`src/rtl/wsmd_pkg.sv`:
```
// ----------------------------------------------------------------------------
// Word stream message deframer package
// Shared constants and the queue entry type passed from front to back.
// ----------------------------------------------------------------------------
package wsmd_pkg;

  localparam int unsigned WordWidth    = 32;
  localparam int unsigned ByteWidth    = 8;
  localparam int unsigned LenWidth     = 8;
  localparam int unsigned BytesPerWord = 4;
  localparam int unsigned QueueDepth   = 2;

  localparam logic [15:0] StartMark = 16'hFFFF;

  // One queue entry describes the bytes that one accepted item yields.
  typedef struct packed {
    logic [WordWidth-1:0] data;
    logic [1:0]           cnt_m1;
    logic                 last;
    logic                 bad;
  } entry_t;

endpackage

```
`src/rtl/wsmd_front.sv`:
```
// ----------------------------------------------------------------------------
// Deframer front end
// Accepts words, tracks the message state and classifies each word into a
// queue entry holding its byte data, byte count and end and error marks.
// ----------------------------------------------------------------------------
module wsmd_front (
  input  logic                               clk,
  input  logic                               rst_n,
  input  logic                               in_vld,
  output logic                               in_stall,
  input  logic [wsmd_pkg::WordWidth-1:0]     in_word,
  output logic                               push,
  output wsmd_pkg::entry_t                   push_entry,
  input  logic                               q_full
);

  logic [wsmd_pkg::LenWidth-1:0] bytes_left_r;
  logic [wsmd_pkg::LenWidth-1:0] bytes_left_nxt;
  logic                          accept;

  assign in_stall = q_full;
  assign accept   = in_vld && !q_full;
  assign push     = accept;

  always_comb begin
    push_entry     = '0;
    bytes_left_nxt = bytes_left_r;
    if (bytes_left_r == '0) begin
      if (in_word[31:16] == wsmd_pkg::StartMark) begin
        push_entry.data = {24'b0, in_word[15:8]};
        push_entry.last = (in_word[7:0] == 8'd0);
        bytes_left_nxt  = in_word[7:0];
      end else begin
        push_entry.bad = 1'b1;
      end
    end else begin
      push_entry.data = in_word;
      if (bytes_left_r > 8'(wsmd_pkg::BytesPerWord)) begin
        push_entry.cnt_m1 = 2'd3;
        bytes_left_nxt    = bytes_left_r - 8'(wsmd_pkg::BytesPerWord);
      end else begin
        push_entry.cnt_m1 = 2'(bytes_left_r - 8'd1);
        push_entry.last   = 1'b1;
        bytes_left_nxt    = '0;
      end
    end
  end

  always_ff @(posedge clk) begin
    if (!rst_n) begin
      bytes_left_r <= '0;
    end else if (accept) begin
      bytes_left_r <= bytes_left_nxt;
    end
  end

endmodule

```
`src/rtl/wsmd_fifo.sv`:
```
// ----------------------------------------------------------------------------
// Deframer entry queue
// A short first-in first-out queue of entries between front and back ends.
// ----------------------------------------------------------------------------
module wsmd_fifo #(
  parameter int unsigned DEPTH = wsmd_pkg::QueueDepth
) (
  input  logic             clk,
  input  logic             rst_n,
  input  logic             push,
  input  wsmd_pkg::entry_t push_entry,
  output logic             full,
  input  logic             pop,
  output logic             q_valid,
  output wsmd_pkg::entry_t q_entry
);

  localparam int unsigned AW = (DEPTH > 1) ? $clog2(DEPTH) : 1;
  localparam int unsigned CW = $clog2(DEPTH + 1);

  wsmd_pkg::entry_t mem_r [DEPTH];
  logic [AW-1:0]    wr_ptr_r;
  logic [AW-1:0]    rd_ptr_r;
  logic [CW-1:0]    count_r;
  logic             do_push;
  logic             do_pop;

  assign full    = (count_r == CW'(DEPTH));
  assign q_valid = (count_r != '0);
  assign q_entry = mem_r[rd_ptr_r];
  assign do_push = push && !full;
  assign do_pop  = pop && q_valid;

  always_ff @(posedge clk) begin
    if (!rst_n) begin
      wr_ptr_r <= '0;
      rd_ptr_r <= '0;
      count_r  <= '0;
    end else begin
      if (do_push) begin
        wr_ptr_r <= (wr_ptr_r == AW'(DEPTH - 1)) ? '0 : wr_ptr_r + AW'(1);
      end
      if (do_pop) begin
        rd_ptr_r <= (rd_ptr_r == AW'(DEPTH - 1)) ? '0 : rd_ptr_r + AW'(1);
      end
      if (do_push && !do_pop) begin
        count_r <= count_r + CW'(1);
      end else if (do_pop && !do_push) begin
        count_r <= count_r - CW'(1);
      end
    end
  end

  always_ff @(posedge clk) begin
    if (do_push) begin
      mem_r[wr_ptr_r] <= push_entry;
    end
  end

endmodule

```
`src/rtl/wsmd_back.sv`:
```
// ----------------------------------------------------------------------------
// Deframer back end
// Takes queue entries and sends their bytes one per cycle, unless the output
// stalls, via an output register, marking each message's end and bad headers.
// ----------------------------------------------------------------------------
module wsmd_back (
  input  logic                               clk,
  input  logic                               rst_n,
  input  logic                               q_valid,
  input  wsmd_pkg::entry_t                   q_entry,
  output logic                               pop,
  output logic                               out_vld,
  input  logic                               out_stall,
  output logic [wsmd_pkg::ByteWidth-1:0]     out_byte,
  output logic                               out_last,
  output logic                               out_bad_header
);

  logic                              cur_valid_r;
  logic [wsmd_pkg::WordWidth-1:0]    cur_data_r;
  logic [1:0]                        cur_left_r;
  logic                              cur_last_r;
  logic                              cur_bad_r;
  logic                              out_vld_r;
  logic [wsmd_pkg::ByteWidth-1:0]    out_byte_r;
  logic                              out_last_r;
  logic                              out_bad_r;
  logic                              load_ok;
  logic                              emit;
  logic                              fin;

  assign load_ok = !out_vld_r || !out_stall;
  assign emit    = load_ok && cur_valid_r;
  assign fin     = emit && (cur_left_r == 2'd0);
  assign pop     = q_valid && (!cur_valid_r || fin);

  assign out_vld        = out_vld_r;
  assign out_byte       = out_byte_r;
  assign out_last       = out_last_r;
  assign out_bad_header = out_bad_r;

  always_ff @(posedge clk) begin
    if (!rst_n) begin
      cur_valid_r <= 1'b0;
      out_vld_r   <= 1'b0;
    end else begin
      if (pop) begin
        cur_valid_r <= 1'b1;
      end else if (fin) begin
        cur_valid_r <= 1'b0;
      end
      if (emit) begin
        out_vld_r <= 1'b1;
      end else if (!out_stall) begin
        out_vld_r <= 1'b0;
      end
    end
  end

  always_ff @(posedge clk) begin
    if (pop) begin
      cur_data_r <= q_entry.data;
      cur_left_r <= q_entry.cnt_m1;
      cur_last_r <= q_entry.last;
      cur_bad_r  <= q_entry.bad;
    end else if (emit) begin
      cur_data_r <= cur_data_r >> wsmd_pkg::ByteWidth;
      cur_left_r <= cur_left_r - 2'd1;
    end
    if (emit) begin
      out_byte_r <= cur_data_r[wsmd_pkg::ByteWidth-1:0];
      out_last_r <= cur_last_r && (cur_left_r == 2'd0);
      out_bad_r  <= cur_bad_r;
    end
  end

endmodule

```
`src/rtl/word_stream_message_deframer.sv`:
```
// ----------------------------------------------------------------------------
// Word stream message deframer
// Turns 32-bit header and payload words into a byte stream of messages.
// ----------------------------------------------------------------------------
// Channel   Direction  Handshake             Payload
// in_       input      in_vld / in_stall     in_word [31:0]
// out_      output     out_vld / out_stall   out_byte [7:0], out_last, out_bad_header
//
// Each item yields one to four bytes, one per cycle through the output
// register while the output is not stalled. A header or a bad header yields
// one byte; a full payload word yields four.
// The front end runs ahead of the back end by up to QDEPTH queued items.
// Reset clears the message state, the queue and the output register.
// A stall on the output holds the byte shown and fills the queue behind it.
// ----------------------------------------------------------------------------
module word_stream_message_deframer #(
  parameter int unsigned QDEPTH = wsmd_pkg::QueueDepth
) (
  input  logic                               clk,
  input  logic                               rst_n,
  input  logic                               in_vld,
  output logic                               in_stall,
  input  logic [wsmd_pkg::WordWidth-1:0]     in_word,
  output logic                               out_vld,
  input  logic                               out_stall,
  output logic [wsmd_pkg::ByteWidth-1:0]     out_byte,
  output logic                               out_last,
  output logic                               out_bad_header
);

  logic             push;
  logic             q_full;
  logic             pop;
  logic             q_valid;
  wsmd_pkg::entry_t push_entry;
  wsmd_pkg::entry_t q_entry;

  wsmd_front u_front (
    .clk        (clk),
    .rst_n      (rst_n),
    .in_vld     (in_vld),
    .in_stall   (in_stall),
    .in_word    (in_word),
    .push       (push),
    .push_entry (push_entry),
    .q_full     (q_full)
  );

  wsmd_fifo #(
    .DEPTH (QDEPTH)
  ) u_fifo (
    .clk        (clk),
    .rst_n      (rst_n),
    .push       (push),
    .push_entry (push_entry),
    .full       (q_full),
    .pop        (pop),
    .q_valid    (q_valid),
    .q_entry    (q_entry)
  );

  wsmd_back u_back (
    .clk            (clk),
    .rst_n          (rst_n),
    .q_valid        (q_valid),
    .q_entry        (q_entry),
    .pop            (pop),
    .out_vld        (out_vld),
    .out_stall      (out_stall),
    .out_byte       (out_byte),
    .out_last       (out_last),
    .out_bad_header (out_bad_header)
  );

endmodule

```
`config.mk`:
```
export PLATFORM = sky130hd
export DESIGN_NAME = word_stream_message_deframer
export DESIGN_NICKNAME = d
export VERILOG_FILES = /design/src/rtl/wsmd_pkg.sv /design/src/rtl/wsmd_front.sv /design/src/rtl/wsmd_fifo.sv /design/src/rtl/wsmd_back.sv /design/src/rtl/word_stream_message_deframer.sv
export SDC_FILE = /design/constraint.sdc
export NUM_CORES = 1
export LEC_CHECK = 0
export BUFFER_PORTS_ARGS = -buffer_cell sky130_fd_sc_hd__buf_2
export CORE_MARGIN = 3
export CORE_UTILIZATION = 40
export CTS_BUF_LIST = sky130_fd_sc_hd__clkbuf_8
export DETAILED_ROUTE_END_ITERATION = 10
export GPL_ROUTABILITY_DRIVEN = 1
export HOLD_SLACK_MARGIN = 0.1
export PLACE_DENSITY = 0.55
export SKIP_CTS_REPAIR_TIMING = 1
export SKIP_LAST_GASP = 1
export SLEW_MARGIN = 10
export SYNTH_ARGS = -nofsm -noshare
export SYNTH_HDL_FRONTEND = slang
export SYNTH_SLANG_ARGS = --single-unit
```
`constraint.sdc`:
```
create_clock -name clk -period 3.5 [get_ports clk]
set_clock_uncertainty 0.05 [all_clocks]
set_input_delay 0.7 -clock clk [delete_from_list [all_inputs] [get_ports clk]]
set_output_delay 0.7 -clock clk [all_outputs]
set_load 0.05 [all_outputs]
```
* Word-level counts from Yosys, hierarchy flattened
Memories as Yosys holds them, arrays and structs flattened. A register that Yosys moved wholly into a read port is not among the register bits.
Cells that the tools add are included.
** Cells by class
- Equality and inequality tests :: 4
- $add $sub $neg :: 7
- Magnitude comparators :: 1
- Reduce and logical (&&, ||, !) cells :: 25
- Muxes and demuxes :: 28
** Operators with widths (count)
- $mux 32 :: 3
- $mux 8 :: 4
- $eq 16x16->1 const B :: 1
- $logic_not 8->1 :: 2
- $mux 1 :: 15
- $mux 2 :: 6
- $logic_and 1x1->1 :: 9
- $gt 8x3->1 const B :: 1
- $reduce_bool 2->1 :: 4
- $sub 8x3->8 const B :: 1
- $logic_not 1->1 :: 6
- $sub 2x1->2 const B :: 3
- $add 1x1->1 const B :: 2
- $add 2x1->2 const B :: 1
- $eq 2x2->1 const B :: 1
- $logic_not 2->1 :: 1
- $logic_or 1x1->1 :: 2
- $ne 2x1->1 const B :: 1
- $ne 2x2->1 const B :: 1
- $reduce_and 2->1 :: 1
** Storage, ports and cells
- Bits in writable memories :: 72
- Bits of input ports :: 36
- Flip-flop bits (word level) :: 60
- Memories kept :: 1
** Memory list
- u_fifo.mem_r :: depth 2, width 36, read ports 1, clocked after Yosys merged registers in 1, write ports 1, RTL line wsmd_fifo.sv:21 : wsmd_pkg::entry_t mem_r [DEPTH];

* Depth between registers and ports, before layout
Gate-level depths: netlist (run 1).
- Depth after elaboration :: 10
- Gate-level depth with buffers :: 9

* Hierarchy
A second synthesis (run 1) with hierarchy kept.
** Unflattened totals
- Cells, all modules :: 363
- Area, all modules :: 5700.5 um2
** Modules (own cells, without submodules)
- wsmd_fifo :: area an instance 2831.5 um2, times used 1, cells each 137
- wsmd_back :: area an instance 1904.3 um2, times used 1, cells each 99
- wsmd_front :: area an instance 964.7 um2, times used 1, cells each 127

* Worst setup path before layout (run 1)
No wires, ideal clock.
- Path kind :: input-to-reg
- From :: in in_vld
- To :: mem u_fifo.mem_r[0][0] (netlist name) (enable)
- Arrival :: 2.294 ns
- Required time :: 3.021 ns
- Path buffers :: 0
- Stages on the path :: 2
- Path slack :: 0.727 ns
- Library setup time :: 0.429 ns
- Path through :: nand2_4 -> nor2_1
** Between the ends
- Word-level cells in the longest chain between the ends :: 4
** RTL lines
- start, declared :: RTL line word_stream_message_deframer.sv:21 : input logic in_vld,
- $logic_and 1x1->1 :: RTL line wsmd_front.sv:22 : assign accept = in_vld && !q_full;
- $logic_and 1x1->1 :: RTL line wsmd_fifo.sv:31 : assign do_push = push && !full;
- $mux 1 :: RTL line wsmd_fifo.sv:55 : if (do_push) begin
- $mux 1 (not written as such) :: RTL line wsmd_fifo.sv:56 : mem_r[wr_ptr_r] <= push_entry;
- end, declared :: RTL line wsmd_fifo.sv:21
No other way between the ends.

* Final worst setup path (run 1)
- From :: reg u_back.cur_left_r[0]
- To :: reg u_fifo.count_r[0]
** Between the ends
- Word-level cells in the longest chain between the ends :: 8
** RTL lines
- start, declared :: RTL line wsmd_back.sv:21 : logic [1:0] cur_left_r;
- start signal, assigned :: RTL line wsmd_back.sv:63 : cur_left_r <= q_entry.cnt_m1;
- start signal, assigned :: RTL line wsmd_back.sv:68 : cur_left_r <= cur_left_r - 2'd1;
- $logic_not 2->1 (*) :: RTL line wsmd_back.sv:34 : assign fin = emit && (cur_left_r == 2'd0);
- $logic_and 1x1->1 (*) :: RTL line wsmd_back.sv:34
- $logic_or 1x1->1 (*) :: RTL line wsmd_back.sv:35 : assign pop = q_valid && (!cur_valid_r || fin);
- $logic_and 1x1->1 (*) :: RTL line wsmd_back.sv:35
- $logic_and 1x1->1 (*) :: RTL line wsmd_fifo.sv:32 : assign do_pop = pop && q_valid;
- $logic_not 1->1 :: RTL line wsmd_fifo.sv:46 : if (do_push && !do_pop) begin
- $logic_and 1x1->1 :: RTL line wsmd_fifo.sv:46
- $mux 2 or $reduce_bool 2->1 (tied branches)
- end signal, assigned :: RTL line wsmd_fifo.sv:47 : count_r <= count_r + CW'(1);
- end signal, assigned :: RTL line wsmd_fifo.sv:49 : count_r <= count_r - CW'(1);
- end, declared :: RTL line wsmd_fifo.sv:24 : logic [CW-1:0] count_r;
Mark *: on every way between the ends. The rest lies on a longest branch, timed or not.
A chain may end at the register's enable or synchronous reset.

==> run metrics, run 1 <==
DRC viols=0; Max-cap violations=0; Syn Nets=431; pwr/cell area=1104 nW/um^2; status=complete, no violations; Vias=3,180; Syn. warnings=0; post-layout power=7.059 mW; Crit. End Element=register; port bufs=47; fmax=0.4180 GHz; global-route wire length before repair=16,970 um; crit path max fanout=54; Final setup viols=0; vias in the first global route=3,162; vias per inst=4.992; hold path cells=0; Layout Nets=489; fillers=1,225; Synth async-reset ratio=0; Die X=124.3 um; Hold Slack=0.3629 ns; initial antenna violation count=0; synthesis-stage register bit count=133; RSZ-0062 raised after global routing=false; register area=3845 sq um; worst slew pin tran=0.8126 ns; largest cells by area after synthesis=edfxtp_1 (63%), mux2i_1 (7.3%), dfxtp_1 (5.4%); syn_area_per_cell=14.36 sq um; Synth top area share=0.6328; CTS tree=done; drt wl/cell=16.69 um; initial core utilization=0.4162; Pleak=2.293 nW; Skew-Pair Late Insertion Delay=0.43 ns; Slew Viols, Final=0; Max clock buf depth=2; H-tree depth=4; root buffer cell=clkbuf_8; critical-path cell list=inv_1, ha_1, a21bo_2, nand2_1, o21ai_2, inv_2, buf_4, xnor3_1, and2_1; register area share after synthesis=0.6865; share of layout cells above drive strength 1=0.2213; Largest stage delay, worst path=0.47 ns; Main synth FF type=edfxtp_1; largest net degree at the start of global routing=55; crit path kind=register to register; antenna cells=0; GRT Total Usage=0.1433; CP arrival=2.67 ns; Final TNS setup=0 ns; clock-pin slew on the worst setup and hold paths=0.07 ns; most frequent cell after synthesis=edfxtp_1; HPWL Detailed=7052 um; crit path time final=2.392 ns; cell count after synthesis=390; Crit path required time=3.77 ns; total CTS buffers=17; FP Rows=42; worst flop-to-flop path endpoint=u_fifo.count_r[0]; EDFF count, synth=118; core box area=13,450 sq um; I/O pin total=48; Top Family by Delay on Critical Path=buffers and inverters; area grow syn2layout=14.15%; hold worst-path end=u_back.out_byte[4]; Synth top cells by count=edfxtp_1 (118), mux2i_1 (41), nor2_1 (38); R2R setup slack=1.11 ns; Buffers & Inverters on Critical Path=3; post-synth cell types=59; Critical Path Source Type=register; CTS Sinks=133; Hold Crit Start=u_back.cur_data_r[4]; worst r2r path cells=9; Initial DRC Count=201; Yosys top cell by area=edfxtp_1; grt total ovfl=0; R2R Path Start=u_back.cur_left_r[0]; First-pass DRT Iterations=4; VDD IR-drop max=0.4810 mV; Final period util=0.6835; die area=15,450 sq um; Die Y-Extent=124.3 um; GPL Wtd Cong=0.8000; slowest CP cell=buf_4; area of the multi-input gates=1635 sq um; synthesized cell area=5599 sq um; post-route ant nets=0; total length of routed wires=10,630 um; Hold Vio Cnt, Final=0; relative slew slack=0.4583; Hold/Removal Path Class=register to register
kinds of logic after synthesis:
| kind of cell | synth area share |
|---|---|
| compound gates | 0.07486 |
| xor+xnor | 0.007151 |
| buf+inv | 0.02279 |
| fa+ha+maj | 0.01117 |
| flops | 0.6865 |
| mux | 0.07732 |
| simple gates | 0.1202 |
worst register-to-register path, stage by stage, from the launching register on:
cell and delay, ns:
edfxtp_1 0.40, inv_1 0.07, ha_1 0.16, a21bo_2 0.23, nand2_1 0.11, o21ai_2 0.15
inv_2 0.09, buf_4 0.47, xnor3_1 0.42, and2_1 0.16
report_power, final:
part / switching [mW] / internal, mW / total, mW
Combinational: 1.72 / 1.09 / 2.81
Sequential: 0.253 / 2.84 / 3.09
Clock: 0.550 / 0.609 / 1.16
layer usage:
metal / global-route usage / vias to the layer above / share of wire
li1: - / 1576 / -
met1: 0.1826 / 1533 / 0.45
met2: 0.2319 / 55 / 0.50
met3: 0.04117 / 16 / 0.037
met4: 0.05609 / 0 / 0.017
met5: 0 / - / 0
cell usage in the layout (no fill, tap or decap), types with 2 or more instances in the layout:
| master | instances |
|---|---|
| a21boi_0 | 2 |
| buf_2 | 47 |
| inv_1 | 14 |
| clkinvlp_4 | 3 |
| mux2i_1 | 41 |
| nor3_1 | 6 |
| clkbuf_8 | 17 |
| or4_1 | 2 |
| bufinv_16 | 2 |
| o21ai_2 | 3 |
| nor2_1 | 37 |
| a31oi_1 | 2 |
| edfxtp_1 | 118 |
| buf_4 | 7 |
| a22o_1 | 8 |
| clkinv_2 | 3 |
| dfxtp_1 | 14 |
| nand2_1 | 9 |
| nor4_1 | 3 |
| and2_1 | 29 |
| o21a_1 | 2 |
| o21ai_0 | 4 |
| a211oi_1 | 3 |
| ha_1 | 5 |
| a21oi_1 | 28 |
| and3_1 | 3 |
| clkinv_1 | 4 |
| nand3_1 | 5 |
| nor2_4 | 2 |
| or2_2 | 2 |
| mux2_2 | 2 |
| o21bai_1 | 2 |
| nand4_1 | 2 |
area by class of cell:
| class | instances | share of cell area |
|---|---|---|
| clock inverters | 15 | 0.01938 |
| multi-input cells | 230 | 0.2559 |
| inverters | 12 | 0.007048 |
| well taps | 176 | 0.03446 |
| flip-flops and latches | 133 | 0.6016 |
| repair buffers | 54 | 0.04503 |
| clock buffers | 17 | 0.03661 |
sequential cells by signal (all words and copies together) (netlist names), named ones only:
name / count
u_fifo.mem_r: 72
u_back.cur_data_r: 32
u_back.out_byte: 8
u_front.bytes_left_r: 8
u_back.cur_left_r: 2
u_fifo.count_r: 2
u_back.cur_bad_r: 1
u_back.cur_last_r: 1
u_back.cur_valid_r: 1
u_back.out_bad_header: 1
u_back.out_last: 1
u_back.out_vld: 1
u_fifo.rd_ptr_r: 1
u_fifo.wr_ptr_r: 1
how the worst max path moves through the flow:
stage / depth (start not counted) / from / slack, ns / endpoint
after detailed placement: 8 / out_stall / 0.92 / u_fifo.count_r[0]
after CTS: 9 / u_back.cur_left_r[0] / 1.09 / u_fifo.count_r[0]
final: 9 / u_back.cur_left_r[0] / 1.11 / u_fifo.count_r[0]
after floorplan: 2 / in_vld / 0.73 / u_fifo.mem_r[0][0]
after global placement: 8 / out_stall / 0.96 / u_fifo.count_r[0]
after global routing: 9 / u_back.cur_left_r[0] / 0.92 / u_fifo.count_r[0]
per-stage QoR:
step / cells / worst slack (ns) / util / instance area, sq um
global placement: 605 / 0.9580 / 0.4485 / 6033
floorplan: 390 / 0.7266 / - / 5599
detailed placement: 605 / 0.9169 / 0.4485 / 6033
CTS: 637 / 1.091 / 0.4751 / 6391
global route: 637 / 0.9248 / 0.4751 / 6391
finish: 637 / 1.108 / 0.4751 / 6391
Note: power is estimated with default switching activity, not from simulation.
==> run 2: changes to the inputs <==
--- a/config.mk
+++ b/config.mk
@@ -12,7 +12,7 @@
 export DETAILED_ROUTE_END_ITERATION = 10
 export GPL_ROUTABILITY_DRIVEN = 1
 export HOLD_SLACK_MARGIN = 0.1
-export PLACE_DENSITY = 0.55
+export PLACE_DENSITY = 0.57
 export SKIP_CTS_REPAIR_TIMING = 1
 export SKIP_LAST_GASP = 1
 export SLEW_MARGIN = 10
==> constraint.sdc (replaced) <==
create_clock -name clk -period 2 [get_ports clk]
set_clock_uncertainty 0.05 [all_clocks]
set_input_delay 0.4 -clock clk [delete_from_list [all_inputs] [get_ports clk]]
set_output_delay 0.4 -clock clk [all_outputs]
set_load 0.05 [all_outputs]
==> run metrics, run 2 (same netlist as run 1, synthesis figures left out) <==
DRC viols=0 (unchanged); HPWL Detailed=7369 um (was 7052 um); area grow syn2layout=18.53% (was 14.15%); Crit path required time=1.55 ns (was 3.77 ns); pwr/cell area=2007 nW/um^2 (was 1104 nW/um^2); Die X=124.3 um (unchanged); H-tree depth=4 (unchanged); Largest register FFs=72 (unchanged); Max-cap violations=0 (unchanged); status=complete, no violations (unchanged); Layout Nets=505 (was 489); RSZ-0062 raised after global routing=true (was false); grt total ovfl=0 (unchanged); First-pass DRT Iterations=4 (unchanged); sw power=4.671 mW (was 2.525 mW); Crit. End Element=primary output (was register); Max clock buf depth=2 (unchanged); clock power share=0.179 (was 0.164); Hold/Removal Path Class=primary input to register (was register to register); largest net degree at the start of global routing=38 (was 55); crit path kind=register to primary output (was register to register); CTS tree=done (unchanged); Final Non-Filler Cells=653 (was 637); crit path max fanout=6 (was 54); Largest stage delay, worst path=0.37 ns (was 0.47 ns); slowest CP cell=or2b_2 (was buf_4); Initial DRC Count=194 (was 201); initial antenna violation count=0 (unchanged); Pleak=2.398 nW (was 2.293 nW); Buffers & Inverters on Critical Path=2 (was 3); Hold Crit Start=out_stall (was u_back.cur_data_r[4]); share of layout cells above drive strength 1=0.2621 (was 0.2213); CP arrival=1.47 ns (was 2.67 ns); R2R setup slack=0.11 ns (was 1.11 ns); initial core utilization=0.4162 (unchanged); sequential power share=0.397 (was 0.438); internal power=8.647 mW (was 4.534 mW); most frequent cells in the layout=edfxtp_1 (118), buf_2 (46), mux2i_1 (41) (was edfxtp_1 (118), buf_2 (47), mux2i_1 (41)); DP Cell Count=619 (was 605); fillers=1,221 (was 1,225); Final setup viols=0 (unchanged); core box area=13,450 sq um (unchanged); critical-path cell list=or2b_2, inv_1, clkbuf_4 (was inv_1, ha_1, a21bo_2, nand2_1, o21ai_2, inv_2, buf_4, xnor3_1, and2_1); FP Rows=42 (unchanged); crit path time final=1.916 ns; Top Family by Delay on Critical Path=simple AND/OR/NAND/NOR gates (was buffers and inverters); Vias=3,236 (was 3,180); global-route wire length before repair=17,620 um (was 16,970 um); worst slew pin tran=0.5311 ns (was 0.8126 ns); Skew-Pair Late Insertion Delay=0.44 ns (was 0.43 ns); Final period util=0.9579; total CTS buffers=17 (unchanged); Die Y-Extent=124.3 um (unchanged); relative slew slack=0.6459 (was 0.4583); Top reg by flops=u_fifo.mem_r (unchanged); die area=15,450 sq um (unchanged); R2R Path Start=u_front.bytes_left_r[2] (was u_back.cur_left_r[0]); Slew Viols, Final=0 (unchanged); Sw Ratio=0.3507 (was 0.3577); Hold Vio Cnt, Final=0 (unchanged); proportion of power drawn by combinational gates=0.425 (was 0.398); total length of routed wires=10,930 um (was 10,630 um); vias per inst=4.956 (was 4.992); largest registers=u_fifo.mem_r (72), u_back.cur_data_r (32) (unchanged); VDD IR-drop max=0.9778 mV (was 0.4810 mV); port bufs=47 (unchanged); crit path from=u_fifo.count_r[0] (was u_back.cur_left_r[0]); most common cell after layout, fill and taps aside=edfxtp_1 (unchanged); I/O pin total=48 (unchanged); clock-pin slew on the worst setup and hold paths=0.07 ns (about the same); drt wl/cell=16.74 um (was 16.69 um); root buffer cell=clkbuf_8 (unchanged); fmax=0.5220 GHz; post-layout power=13.32 mW (was 7.059 mW); CTS Sinks=133 (unchanged); Critical Path Source Type=register (unchanged); GRT Total Usage=0.1477 (was 0.1433); Final TNS setup=0 ns (unchanged); post-route ant nets=0 (unchanged); vias in the first global route=3,253 (was 3,162); antenna cells=0 (unchanged); GPL Wtd Cong=0.7842 (was 0.8000)
[run 2: power by group through the flow]
| stage | registers [mW] | clock network, mW | logic [mW] |
|---|---|---|---|
| 2_1_floorplan | 5.49 | 0 | 3.75 |
| 3_3_place_gp | 5.32 | 0 | 5.54 |
| 3_5_place_dp | 5.35 | 0 | 5.64 |
| 4_1_cts | 5.29 | 2.43 | 5.66 |
| 5_1_grt | 5.39 | 2.56 | 6.22 |
| 6_report | 5.28 | 2.38 | 5.65 |
[run 2: worst min-delay path, cell delays in order]
cell and delay (ns):
buf_2 0.11, a21oi_1 0.06, nor2b_1 0.09
[run 2: worst paths after layout]
kind                                           end  cells past startpoint
worst max-delay path                      in_stall                      3
worst min register to register  u_back.out_byte[1]                      0
worst min-delay path                u_back.out_vld                      3
worst max register to register  u_fifo.mem_r[0][1]                      7
[run 2: cell type report]
type	count	area [sq um]	area share
flip-flops and latches	133	3847	0.5798
multi-input cells	230	1642	0.2474
repair buffers	70	460.4	0.06938
clock buffers	17	234.0	0.03526
well taps	176	220.2	0.03318
clock inverters	15	187.7	0.02828
inverters	12	45.04	0.006787
[run 2: metrics by stage]
| step | hold WS [ns] | util | worst slack [ns] | area [sq um] |
|---|---|---|---|---|
| 6_report | 0.2102 | 0.4933 | 0.08416 | 6636 |
| 5_1_grt | 0.2082 | 0.4933 | -0.01919 | 6636 |
| 4_1_cts | 0.1754 | 0.4919 | -0.02718 | 6618 |
| 3_5_place_dp | 0.3556 | 0.4606 | 0.04064 | 6196 |
| 3_3_place_gp | 0.3527 | 0.4606 | 0.04630 | 6196 |
| 2_1_floorplan | 0.3503 | - | 0.03014 | 5614 |
[run 2: layer usage]
layer | part of all wire | up-vias | GRT usage
li1 | - | 1618 | -
met1 | 0.45 | 1544 | 0.1899
met2 | 0.49 | 66 | 0.2357
met3 | 0.043 | 8 | 0.04374
met4 | 0.011 | 0 | 0.05867
met5 | 0 | - | 0
==> run 3: changes to the inputs <==
--- a/config.mk
+++ b/config.mk
@@ -5,7 +5,9 @@
 export SDC_FILE = /design/constraint.sdc
 export NUM_CORES = 1
 export LEC_CHECK = 0
+export ABC_AREA = 1
 export BUFFER_PORTS_ARGS = -buffer_cell sky130_fd_sc_hd__buf_2
+export CAP_MARGIN = 20
 export CORE_MARGIN = 3
 export CORE_UTILIZATION = 40
 export CTS_BUF_LIST = sky130_fd_sc_hd__clkbuf_8
==> run metrics, run 3 <==
Hold Vio Cnt, Final=0 (unchanged); Syn. warnings=0 (unchanged); GRT Total Usage=0.1567 (was 0.1477); register area share after synthesis=0.6964 (was 0.6865); synthesis-stage register bit count=133 (unchanged); VDD IR-drop max=0.6678 mV (was 0.9778 mV); DRC viols=0 (unchanged); most frequent cells in the layout=nand2_1 (149), edfxtp_1 (118), inv_1 (53) (was edfxtp_1 (118), buf_2 (46), mux2i_1 (41)); crit path kind=register to register (was register to primary output); synthesized cell area=5519 sq um (was 5599 sq um); Final period util=0.9065 (was 0.9579); total CTS buffers=17 (unchanged); area grow syn2layout=15.05% (was 18.53%); clock-pin slew on the worst setup and hold paths=0.07 ns (about the same); worst slew pin tran=0.4190 ns (was 0.5311 ns); Synth top area share=0.6420 (was 0.6328); Initial DRC Count=247 (was 194); H-tree depth=4 (unchanged); post-route ant nets=0 (unchanged); hold path cells=3 (unchanged); largest registers=u_fifo.mem_r (72), u_back.cur_data_r (32) (unchanged); CTS Sinks=133 (unchanged); pwr/cell area=1777 nW/um^2 (was 2007 nW/um^2); Final TNS setup=0 ns (unchanged); Die X=123.5 um (was 124.3 um); most frequent cell after synthesis=nand2_1 (was edfxtp_1); GPL Wtd Cong=0.7684 (was 0.7842); Top Family by Delay on Critical Path=buffers and inverters (was simple AND/OR/NAND/NOR gates); core box area=13,350 sq um (was 13,450 sq um); initial core utilization=0.4135 (was 0.4162); Pleak=2.650 nW (was 2.398 nW); I/O pin total=48 (unchanged); CTS tree=done (unchanged); RSZ-0062 raised after global routing=false (was true); Crit. End Element=register (was primary output); post-layout util=0.4757 (was 0.4933); Synth top cells by count=nand2_1 (149), edfxtp_1 (118), nor2_1 (50) (was edfxtp_1 (118), mux2i_1 (41), nor2_1 (38)); Layout Nets=597 (was 505); Max-cap violations=0 (unchanged); port bufs=47 (unchanged); relative slew slack=0.7206 (was 0.6459); met3 Use GR=0.03934 (was 0.04374); antenna cells=0 (unchanged); Critical Path Source Type=register (unchanged); WP depth=9 (was 3); First-pass DRT Iterations=4 (unchanged); fmax=0.5516 GHz (was 0.5220 GHz); Final setup viols=0 (unchanged); crit path time final=1.813 ns (was 1.916 ns); grt peak-use layer=met2 (unchanged); Syn Nets=535 (was 431); Skew-Pair Late Insertion Delay=0.42 ns (was 0.44 ns); HPWL Detailed=7447 um (was 7369 um); Yosys top cell by area=edfxtp_1 (unchanged); met1 Use GR=0.2011 (was 0.1899); drt wl/cell=15.03 um (was 16.74 um); slowest CP cell=edfxtp_1 (was or2b_2); Worst path most repeated cell=nand2_1; status=complete, no violations (unchanged); Top reg by flops=u_fifo.mem_r (unchanged); critical-path cell list=inv_1, ha_1, nand2_1, nand2_1, nand2_1, inv_2, buf_4, nor2_1, a31oi_1 (was or2b_2, inv_1, clkbuf_4); Crit path required time=2.21 ns (was 1.55 ns); vias per inst=4.778 (was 4.956); global-route wire length before repair=17,810 um (was 17,620 um); Largest register FFs=72 (unchanged); largest cells by area after synthesis=edfxtp_1 (64%), nand2_1 (10%), dfxtp_1 (5.4%) (was edfxtp_1 (63%), mux2i_1 (7.3%), dfxtp_1 (5.4%)); cell count after synthesis=494 (was 390); crit path max fanout=15 (was 6); Slew Viols, Final=0 (unchanged); root buffer cell=clkbuf_8 (unchanged); Hold/Removal Path Class=primary input to register (unchanged); Largest stage delay, worst path=0.38 ns (was 0.37 ns); largest net degree at the start of global routing=38 (unchanged); syn_area_per_cell=11.17 sq um (was 14.36 sq um); GR Util met2=0.2548 (was 0.2357); EDFF count, synth=118 (unchanged); Synth async-reset ratio=0 (unchanged); CP arrival=2.02 ns (was 1.47 ns); vias in the first global route=3,638 (was 3,253); Max clock buf depth=2 (unchanged); post-synth cell types=32 (was 59); initial antenna violation count=0 (unchanged); Die Y-Extent=123.5 um (was 124.3 um); Main synth FF type=edfxtp_1 (unchanged); most common cell after layout, fill and taps aside=nand2_1 (was edfxtp_1); die area=15,240 sq um (was 15,450 sq um); FP Rows=42 (unchanged); share of layout cells above drive strength 1=0.1781 (was 0.2621); grt total ovfl=0 (unchanged); Buffers & Inverters on Critical Path=3 (was 2); Vias=3,550 (was 3,236); total length of routed wires=11,170 um (was 10,930 um); worst r2r path cells=9 (was 7)
run 3: cells by family (layout without fill, tap and decap cells):
family | Yosys count | after routing | synth area share
flops | 133 | 133 | 0.6964
simple gates | 218 | 218 | 0.1587
xor+xnor | 3 | 3 | 0.004762
compound gates | 64 | 64 | 0.07164
fa+ha+maj | 5 | 5 | 0.01134
buf+inv | 71 | 144 | 0.05713
run 3: power by group:
group / total, mW / internal (mW) / switching, mW
clock network: 1.85 / 0.922 / 0.932
logic: 4.49 / 1.41 / 3.09
registers: 4.94 / 4.63 / 0.308
total: 11.3 / 6.96 / 4.33
run 3: final timing paths:
| check | slack (ns) | endpoint | startpoint |
|---|---|---|---|
| worst max-delay path | 0.19 | u_back.cur_data_r[6] | u_back.cur_left_r[0] |
| worst min-delay path | 0.22 | u_fifo.mem_r[1][24] | in_word[20] |
| worst max register to register | 0.19 | u_back.cur_data_r[6] | u_back.cur_left_r[0] |
| worst min register to register | 0.37 | u_back.out_byte[6] | u_back.cur_data_r[6] |
run 3: layer usage:
layer  part of all wire  wire, um
met5                  0         0
met4             0.0099       111
met3              0.036       400
met2               0.49      5459
met1               0.47      5194
run 3: worst reg2reg max path: cells and delay by family, from the launching register on:
kind	cells	cell delay, ns
compound gates	1	0.17
flops	1	0.38
buf+inv	3	0.54
fa+ha+maj	1	0.19
simple gates	4	0.33
run 3: cell type report:
type	count	area (sq um)
tap	176	220.2
clock buffer	17	234.0
fill	1266	6998
inverter	51	191.4
multi-input combinational	290	1386
clock inverter	13	81.33
sequential	133	3844
timing repair buffer	63	392.9
run 3: per-stage QoR:
| step | hold WS, ns | setup WS [ns] | std cells | instance area, sq um | power [mW] |
|---|---|---|---|---|---|
| floorplan | 0.3503 | 0.05178 | 494 | 5535 | 8.230 |
| global placement | 0.3519 | 0.2288 | 713 | 6035 | 9.458 |
| detailed placement | 0.3575 | 0.1741 | 713 | 6035 | 9.568 |
| CTS | 0.1902 | 0.1419 | 743 | 6350 | 11.43 |
| global route | 0.2095 | 0.02445 | 743 | 6350 | 12.14 |
| finish | 0.2205 | 0.1871 | 743 | 6350 | 11.28 |
